$ cat config.mk
export PLATFORM = sky130hd
export DESIGN_NAME = cdq_ctrl
export DESIGN_NICKNAME = d
export VERILOG_FILES = /design/src/rtl/cdq_pkg.sv /design/src/rtl/cdq_ctrl.sv
export SDC_FILE = /design/constraint.sdc
export NUM_CORES = 1
export LEC_CHECK = 0
export BUFFER_PORTS_ARGS = -buffer_cell sky130_fd_sc_hd__buf_4
export CORE_AREA = 2 2 39 41
export CTS_CLUSTER_DIAMETER = 40
export DETAILED_ROUTE_END_ITERATION = 10
export DIE_AREA = 0 0 41 43
export SKIP_LAST_GASP = 1
export SLEW_MARGIN = 20
export SYNTH_ARGS = -nofsm -noshare
export SYNTH_HDL_FRONTEND = slang
export SYNTH_SLANG_ARGS = --single-unit
$ cat constraint.sdc
create_clock -name clk -period 1.4 [get_ports clk]
set_clock_uncertainty 0.1 [all_clocks]
set_input_delay 0.42 -clock clk [delete_from_list [all_inputs] [get_ports clk]]
set_output_delay 0.42 -clock clk [all_outputs]
set_load 0.05 [all_outputs]
$ cat src/rtl/cdq_pkg.sv
// Shared constants, request codes and controller/datapath signal types for the deque.
package cdq_pkg;

  localparam int DEPTH_DEFAULT = 1024;
  localparam int FUNC_W        = 3;
  localparam int WORD_W        = 32;
  localparam int COUNT_OUT_W   = 11;

  // Request codes; codes five to seven act as query only
  localparam logic [FUNC_W-1:0] FUNC_PUSH_FRONT = 3'd0;
  localparam logic [FUNC_W-1:0] FUNC_PUSH_BACK  = 3'd1;
  localparam logic [FUNC_W-1:0] FUNC_POP_FRONT  = 3'd2;
  localparam logic [FUNC_W-1:0] FUNC_POP_BACK   = 3'd3;
  localparam logic [FUNC_W-1:0] FUNC_QUERY      = 3'd4;

  typedef enum logic [2:0] {
    OP_NONE,
    OP_PUSH_FRONT,
    OP_PUSH_BACK,
    OP_POP_FRONT,
    OP_POP_BACK
  } op_t;

  // Controller to datapath
  typedef struct packed {
    logic capture;  // latch the accepted request beat
    logic exec;     // apply the operation and latch the result flags
    op_t  op;       // operation to apply during exec
    logic perr;     // pop found the queue empty
    logic drop;     // push refused, queue full
    logic read;     // fetch front and back words at the new pointers
  } cmd_t;

  // Datapath to controller
  typedef struct packed {
    logic              full;
    logic              empty;
    logic [FUNC_W-1:0] func;
  } stat_t;

endpackage

$ cat src/rtl/cdq_ctrl.sv
// Deque controller: request sequencing, operation decode and handshakes.
module cdq_ctrl (
  input  logic            clk,
  input  logic            rst,
  input  logic            in_valid,
  output logic            in_ready,
  output logic            out_valid,
  input  logic            out_ready,
  input  cdq_pkg::stat_t  stat,
  output cdq_pkg::cmd_t   cmd
);

  typedef enum logic [1:0] {
    S_IDLE,
    S_EXEC,
    S_READ,
    S_OUT
  } state_t;

  state_t state;

  // State and registered handshake outputs
  always_ff @(posedge clk) begin
    if (rst) begin
      state     <= S_IDLE;
      in_ready  <= 1'b1;
      out_valid <= 1'b0;
    end else begin
      case (state)
        S_IDLE: begin
          if (in_valid && in_ready) begin
            state    <= S_EXEC;
            in_ready <= 1'b0;
          end
        end
        S_EXEC: begin
          state <= S_READ;
        end
        S_READ: begin
          state     <= S_OUT;
          out_valid <= 1'b1;
        end
        S_OUT: begin
          if (out_ready) begin
            state     <= S_IDLE;
            out_valid <= 1'b0;
            in_ready  <= 1'b1;
          end
        end
        default: begin
          state     <= S_IDLE;
          in_ready  <= 1'b1;
          out_valid <= 1'b0;
        end
      endcase
    end
  end

  // Decode the latched request against full/empty
  always_comb begin
    cmd         = '0;
    cmd.op      = cdq_pkg::OP_NONE;
    cmd.capture = in_valid && in_ready;
    cmd.exec    = (state == S_EXEC);
    cmd.read    = (state == S_READ);
    if (state == S_EXEC) begin
      case (stat.func)
        cdq_pkg::FUNC_PUSH_FRONT: begin
          if (stat.full) cmd.drop = 1'b1;
          else           cmd.op   = cdq_pkg::OP_PUSH_FRONT;
        end
        cdq_pkg::FUNC_PUSH_BACK: begin
          if (stat.full) cmd.drop = 1'b1;
          else           cmd.op   = cdq_pkg::OP_PUSH_BACK;
        end
        cdq_pkg::FUNC_POP_FRONT: begin
          if (stat.empty) cmd.perr = 1'b1;
          else            cmd.op   = cdq_pkg::OP_POP_FRONT;
        end
        cdq_pkg::FUNC_POP_BACK: begin
          if (stat.empty) cmd.perr = 1'b1;
          else            cmd.op   = cdq_pkg::OP_POP_BACK;
        end
        default: cmd.op = cdq_pkg::OP_NONE;  // query and unused codes
      endcase
    end
  end

endmodule

==> results of run 1 <==
cells in the mapped netlist, types with 2 or more instances:
cell      instances  area [um2]
inv_1             4       15.01
nor3b_1           2       15.01
ha_1              5       62.56
dfxtp_1           4       80.08
nand2b_1          4       25.02
o21bai_1          2       15.01
nor2_1            3       11.26
a21oi_1           5       25.02
worst max-delay path, cell delays in order, from the launching register on:
cell and delay, ps:
dfxtp_2 310, inv_2 70, ha_4 140, nand2b_4 90
nor4bb_4 290, buf_6 200
where the power goes:
part | internal, W | switching, W | leakage, nW | total [W]
Sequential | 0.000170 | 0.0000382 | 0.0337 | 0.000208
Clock | 0.0000958 | 0.0000453 | 0.0138 | 0.000141
Combinational | 0.000528 | 0.000549 | 0.321 | 0.00108
Total | 0.000794 | 0.000633 | 0.369 | 0.00143
cell type report:
type	instances	area [um2]	area share [%]
Sequential cell	4	83.83	10.47
Multi-Input combinational cell	31	354.1	44.22
Tap cell	16	20.02	2.500
Inverter	4	23.77	2.969
Timing Repair Buffer	34	296.5	37.03
Clock buffer	3	22.52	2.812
repair_timing:
| item | CTS | global route |
|---|---|---|
| hold buffers | 0 | 0 |
| setup buffers | 4 | 2 |
| gates resized for setup | 17 | 9 |
| hold endpoints to repair | 0 | 0 |
| endpoints found under the setup margin | 9 | 12 |
| pin swaps | 3 | 5 |
cell families after synthesis:
group,Yosys count,synth area share (%)
simple gates,15,28.03
compound gates,9,17.80
fa+ha+maj,5,18.94
buf+inv,4,4.544
flops,4,24.24
mux,2,6.439
metal layers:
metal	wire, um	GRT usage (%)	vias to the layer above
met3	61	3.141	0
met5	0	0	-
li1	-	-	211
met2	519	21.25	12
met1	404	15.48	170
met4	0	6.000	0
how the worst max path moves through the flow:
| stage | end | slack, ps |
|---|---|---|
| 2_1_floorplan | cmd[5] | -560 |
| 3_3_place_gp | cmd[5] | -330 |
| 3_5_place_dp | cmd[5] | -360 |
| 4_1_cts | cmd[5] | -460 |
| 5_1_grt | cmd[5] | -490 |
| 6_report | cmd[5] | -450 |
state kept, by name, summed over array words and instances, names as in the netlist:
signal / count
state: 2
in_ready: 1
out_valid: 1
metrics by stage:
step | cells | TNS [ps] | total power (W) | hold slack (ps) | utilization (%)
floorplan | 39 | -2120 | 0.0007310 | 373.6 | -
global placement | 85 | -1401 | 0.001021 | 376.6 | 46.47
detailed placement | 85 | -1457 | 0.001026 | 375.2 | 46.47
CTS | 92 | -2482 | 0.001318 | 288.8 | 54.61
global route | 92 | -2471 | 0.001540 | 290.7 | 57.87
finish | 92 | -2098 | 0.001427 | 300.6 | 57.87
==> out/summary.txt, run 1 <==
Post-Syn Nets -> 53
Worst Setup SP -> state[1]$_SDFFE_PP0P_
Worst Hold Class -> in2reg
GRT Total Usage -> 13.17%
CTS tree -> built
pwr dens -> 1782 nW/um2
unrepaired setup endpoints after global routing -> true
vias in the first global route -> 411
Starting Density -> 23.87%
1st-iter DRT viols -> 0
Layout fillers -> 127
WL final -> 985 um
clock root buffer -> clkbuf_4
n_diodes -> 0
Detail Route Antenna Nets -> 0
final setup fails -> 8
TritonRoute pass-1 iters -> 1
Overflow after GRT -> 0
Cell variety after synth -> 18
Syn Area/Cell -> 8.470 um2
CTS Buffer Depth -> 2
initial antenna violation count -> 0
IO Pins -> 19
worst-margin pin slew -> 224.9 ps
max-cap viol count -> 0
crit path DAT -> 1330 ps
Num Clock Sinks -> 4
flop2flop setup slack -> -70 ps
largest net degree at the start of global routing -> 7
worst reg-to-reg path cell count -> 8
CTS clk-pin slew, worst paths -> 40 ps
status -> finished, violations left
yosys warns -> 0
asr flop ratio synth -> 0%
Primary FF master, synth -> dfxtp_1
Hold Path End -> out_valid$_SDFFE_PP0P_
Chip Width -> 41 um
worst reg2reg path endpoint -> state[0]$_SDFFE_PP0P_
setup slack after layout -> -448.5 ps
startpoint types -> flip-flop
count of input and output buffers -> 18
Setup CP Type -> reg2out
commonest non-fill, non-tap cell in the layout -> buf_4
hold depth -> 2
DR vias -> 393
Final #Nets -> 92
die height -> 43 um
Max VDD drop -> 0.9751 mV
vias per cell -> 4.272
Layout area overhead -> 142.4%
post-route design area -> 800.8 um2
required time of the critical path -> 880 ps
failing checks -> negative setup slack
minimum clock period -> 1849 ps
first-pass GRT wire length -> 1552 um
area post-placement -> 643.1 um2
GPL Wtd Cong -> 0.7405
Synth Register Bits -> 4
most frequent cells in the layout -> buf_4, buf_6, a21oi_1, ha_4
layout cells sized above 1 -> 76.32%
Setup crit end kind -> primary output
mapped cell area -> 330.3 um2
number of synthesized flops with an enable pin -> 0
hold_sp -> rst
Post-Synthesis Cells -> 39
final period utilization -> 132.0%
reg2reg start -> state[0]$_SDFFE_PP0P_
Post-Place Setup Slack -> -360.1 ps
Fmax -> 541.0 MHz
HPWL Detailed -> 744.4 um
final hold violation count -> 0
Avg WL per Cell -> 10.71 um
maximum fanout along the worst path -> 4
Leak -> 0.3687 nW
Row Count -> 14
H-tree levels -> 1
Slew Viols, Final -> 0
CTS Buf Count -> 3
Slew HR -> 84.98%
area of the die -> 1763 um2
clk_lat worst skew -> 230 ps
DRC -> 0
Core ar. -> 1384 um2
sequential fraction of the synthesis area -> 24.24%
No activity file was read; power rests on OpenSTA's default activity.
==> run 2, diff against run 1 <==
==> constraint.sdc (replaced) <==
create_clock -name clk -period 1.4 [get_ports clk]
set_clock_uncertainty 0.1 [all_clocks]
set_input_delay 0.14 -clock clk [delete_from_list [all_inputs] [get_ports clk]]
set_output_delay 0.14 -clock clk [all_outputs]
set_load 0.05 [all_outputs]
==> run 2 against run 1 <==
  * The run still ends with negative setup slack left
  * Fmax rose by 19%
  * Die area did not move
  * Critical path type unchanged
  * Worst hold slack got worse by 290 ps
  * Worst setup slack improved by 290 ps
  * Clock-buffer cell count did not move
  * Sequential share of layout area rose by 2.0 points
==> out/summary.txt, run 2 (synthesis gave the netlist of run 1 again) <==
IO Pins -> 19
final setup fails -> 5
hold depth -> 2
crit path buf inv count -> 2
worst reg-to-reg path cell count -> 5
clock root buffer -> clkbuf_4
Core Util, Final -> 49.37%
Switch Pwr -> 0.0005477 W
Slew Viols, Final -> 0
post-route design area -> 683.2 um2
slowest CP cell -> dfxtp_2
TritonRoute pass-1 iters -> 2
Core ar. -> 1384 um2
CTS tree -> built
startpoint types -> flip-flop
Overflow after GRT -> 0
Seq pwr share -> 18.4%
Logic pwr share -> 70.0%
maximum fanout along the worst path -> 4
Post-Place Setup Slack -> -3.230 ps
max reg flops -> 2
Slew HR -> 83.31%
reg2reg start -> state[1]$_SDFFE_PP0P_
Largest Register -> state
failing checks -> negative setup slack
layout cells sized above 1 -> 63.24%
required time of the critical path -> 1160 ps
Chip Width -> 41 um
setup_tns -> -513.4 ps
1st-iter DRT viols -> 3
DR vias -> 378
Detail Route Antenna Nets -> 0
Worst Hold Class -> in2reg
setup slack after layout -> -157.2 ps
CTS Buffer Depth -> 2
Setup CP Type -> reg2out
GPL Wtd Cong -> 0.6722
Leak -> 0.3319 nW
worst reg2reg path endpoint -> state[0]$_SDFFE_PP0P_
initial antenna violation count -> 0
final hold violation count -> 0
crit-path cells -> inv_2 > ha_4 > nand2b_4 > nor4bb_4 > buf_6
Avg WL per Cell -> 10.26 um
worst-margin pin slew -> 250.4 ps
count of input and output buffers -> 18
die height -> 43 um
Setup crit end kind -> primary output
n_diodes -> 0
Int Pwr -> 0.0006328 W
vias per cell -> 4.500
vias in the first global route -> 335
largest registers -> state x2, in_ready x1, out_valid x1
delay of the slowest cell on the worst path -> 310 ps
H-tree levels -> 1
hold_sp -> rst
first-pass GRT wire length -> 1331 um
final period utilization -> 111.2%
Fmax -> 642.2 MHz
area of the die -> 1763 um2
Max VDD drop -> 0.8376 mV
most frequent cells in the layout -> buf_4, buf_6, a21oi_1
Hold Path End -> out_valid$_SDFFE_PP0P_
flop2flop setup slack -> -50 ps
minimum clock period -> 1557 ps
Layout fillers -> 146
HPWL Detailed -> 663.3 um
area post-placement -> 570.5 um2
pwr dens -> 1728 nW/um2
WL final -> 862 um
Layout area overhead -> 106.8%
Num Clock Sinks -> 4
DRC -> 0
Hold-fix buffers, CTS -> 0
max-cap viol count -> 0
status -> finished, violations left
GRT Total Usage -> 11.03%
Sw Share -> 46.39%
Final #Nets -> 84
Row Count -> 14
Starting Density -> 23.87%
commonest non-fill, non-tap cell in the layout -> buf_4
unrepaired setup endpoints after global routing -> true
crit path DAT -> 1320 ps
CTS Buf Count -> 3
clk_lat worst skew -> 230 ps
largest net degree at the start of global routing -> 7
top cell family by delay on the critical path -> simple AND/OR/NAND/NOR gates
clock power share -> 11.6%
CTS clk-pin slew, worst paths -> 40 ps
==> run 2: layout make-up <==
class                   count  area [um2]  area share, %
clock buffers               3       22.52          3.297
inverters                   4       15.01          2.198
multi-input cells          31       306.5          44.87
flip-flops and latches      4       85.08          12.45
well taps                  16       20.02          2.930
repair buffers             26       234.0          34.25
==> run 2: power groups by stage <==
stage / Clock, W / Combinational, W / Sequential, W
final: 0.000137 / 0.000826 / 0.000217
after global routing: 0.000157 / 0.000887 / 0.000226
after CTS: 0.000143 / 0.000765 / 0.000210
after detailed placement: 0 / 0.000707 / 0.000219
after global placement: 0 / 0.000707 / 0.000218
after floorplan: 0 / 0.000433 / 0.000292
==> run 2: worst max-delay path by stage <==
stage	start	endpoint	depth (start not counted)
2_1_floorplan	state[1]$_SDFFE_PP0P_	cmd[5]	4
3_3_place_gp	state[1]$_SDFFE_PP0P_	cmd[5]	5
3_5_place_dp	state[1]$_SDFFE_PP0P_	cmd[5]	5
4_1_cts	state[1]$_SDFFE_PP0P_	cmd[5]	5
5_1_grt	state[1]$_SDFFE_PP0P_	cmd[5]	5
6_report	state[1]$_SDFFE_PP0P_	cmd[5]	5
==> run 2: through the flow <==
step / hold WS (ps) / instances / power, W
2_1_floorplan: 109.1 / 39 / 0.0007246
3_5_place_dp: 250.7 / 76 / 0.0009259
6_report: 11.49 / 84 / 0.001180
4_1_cts: 7.789 / 82 / 0.001118
5_1_grt: 11.52 / 84 / 0.001270
3_3_place_gp: 251.5 / 76 / 0.0009244
==> run 2: routing by layer <==
layer  routed length [um]  global-route usage (%)  vias to the layer above
li1                     -                       -                      196
met4                    0                   6.000                        0
met3                   48                   3.141                        0
met5                    0                       0                        -
met1                  359                   12.50                      170
met2                  453                   17.50                       12
==> run 2: timing repair <==
action / 4_1_cts / 5_1_grt
endpoints found under the setup margin: 6 / 8
pin swaps: 3 / 3
buffers inserted: 3 / 2
cloned: 0 / 0
resized for setup: 4 / 8
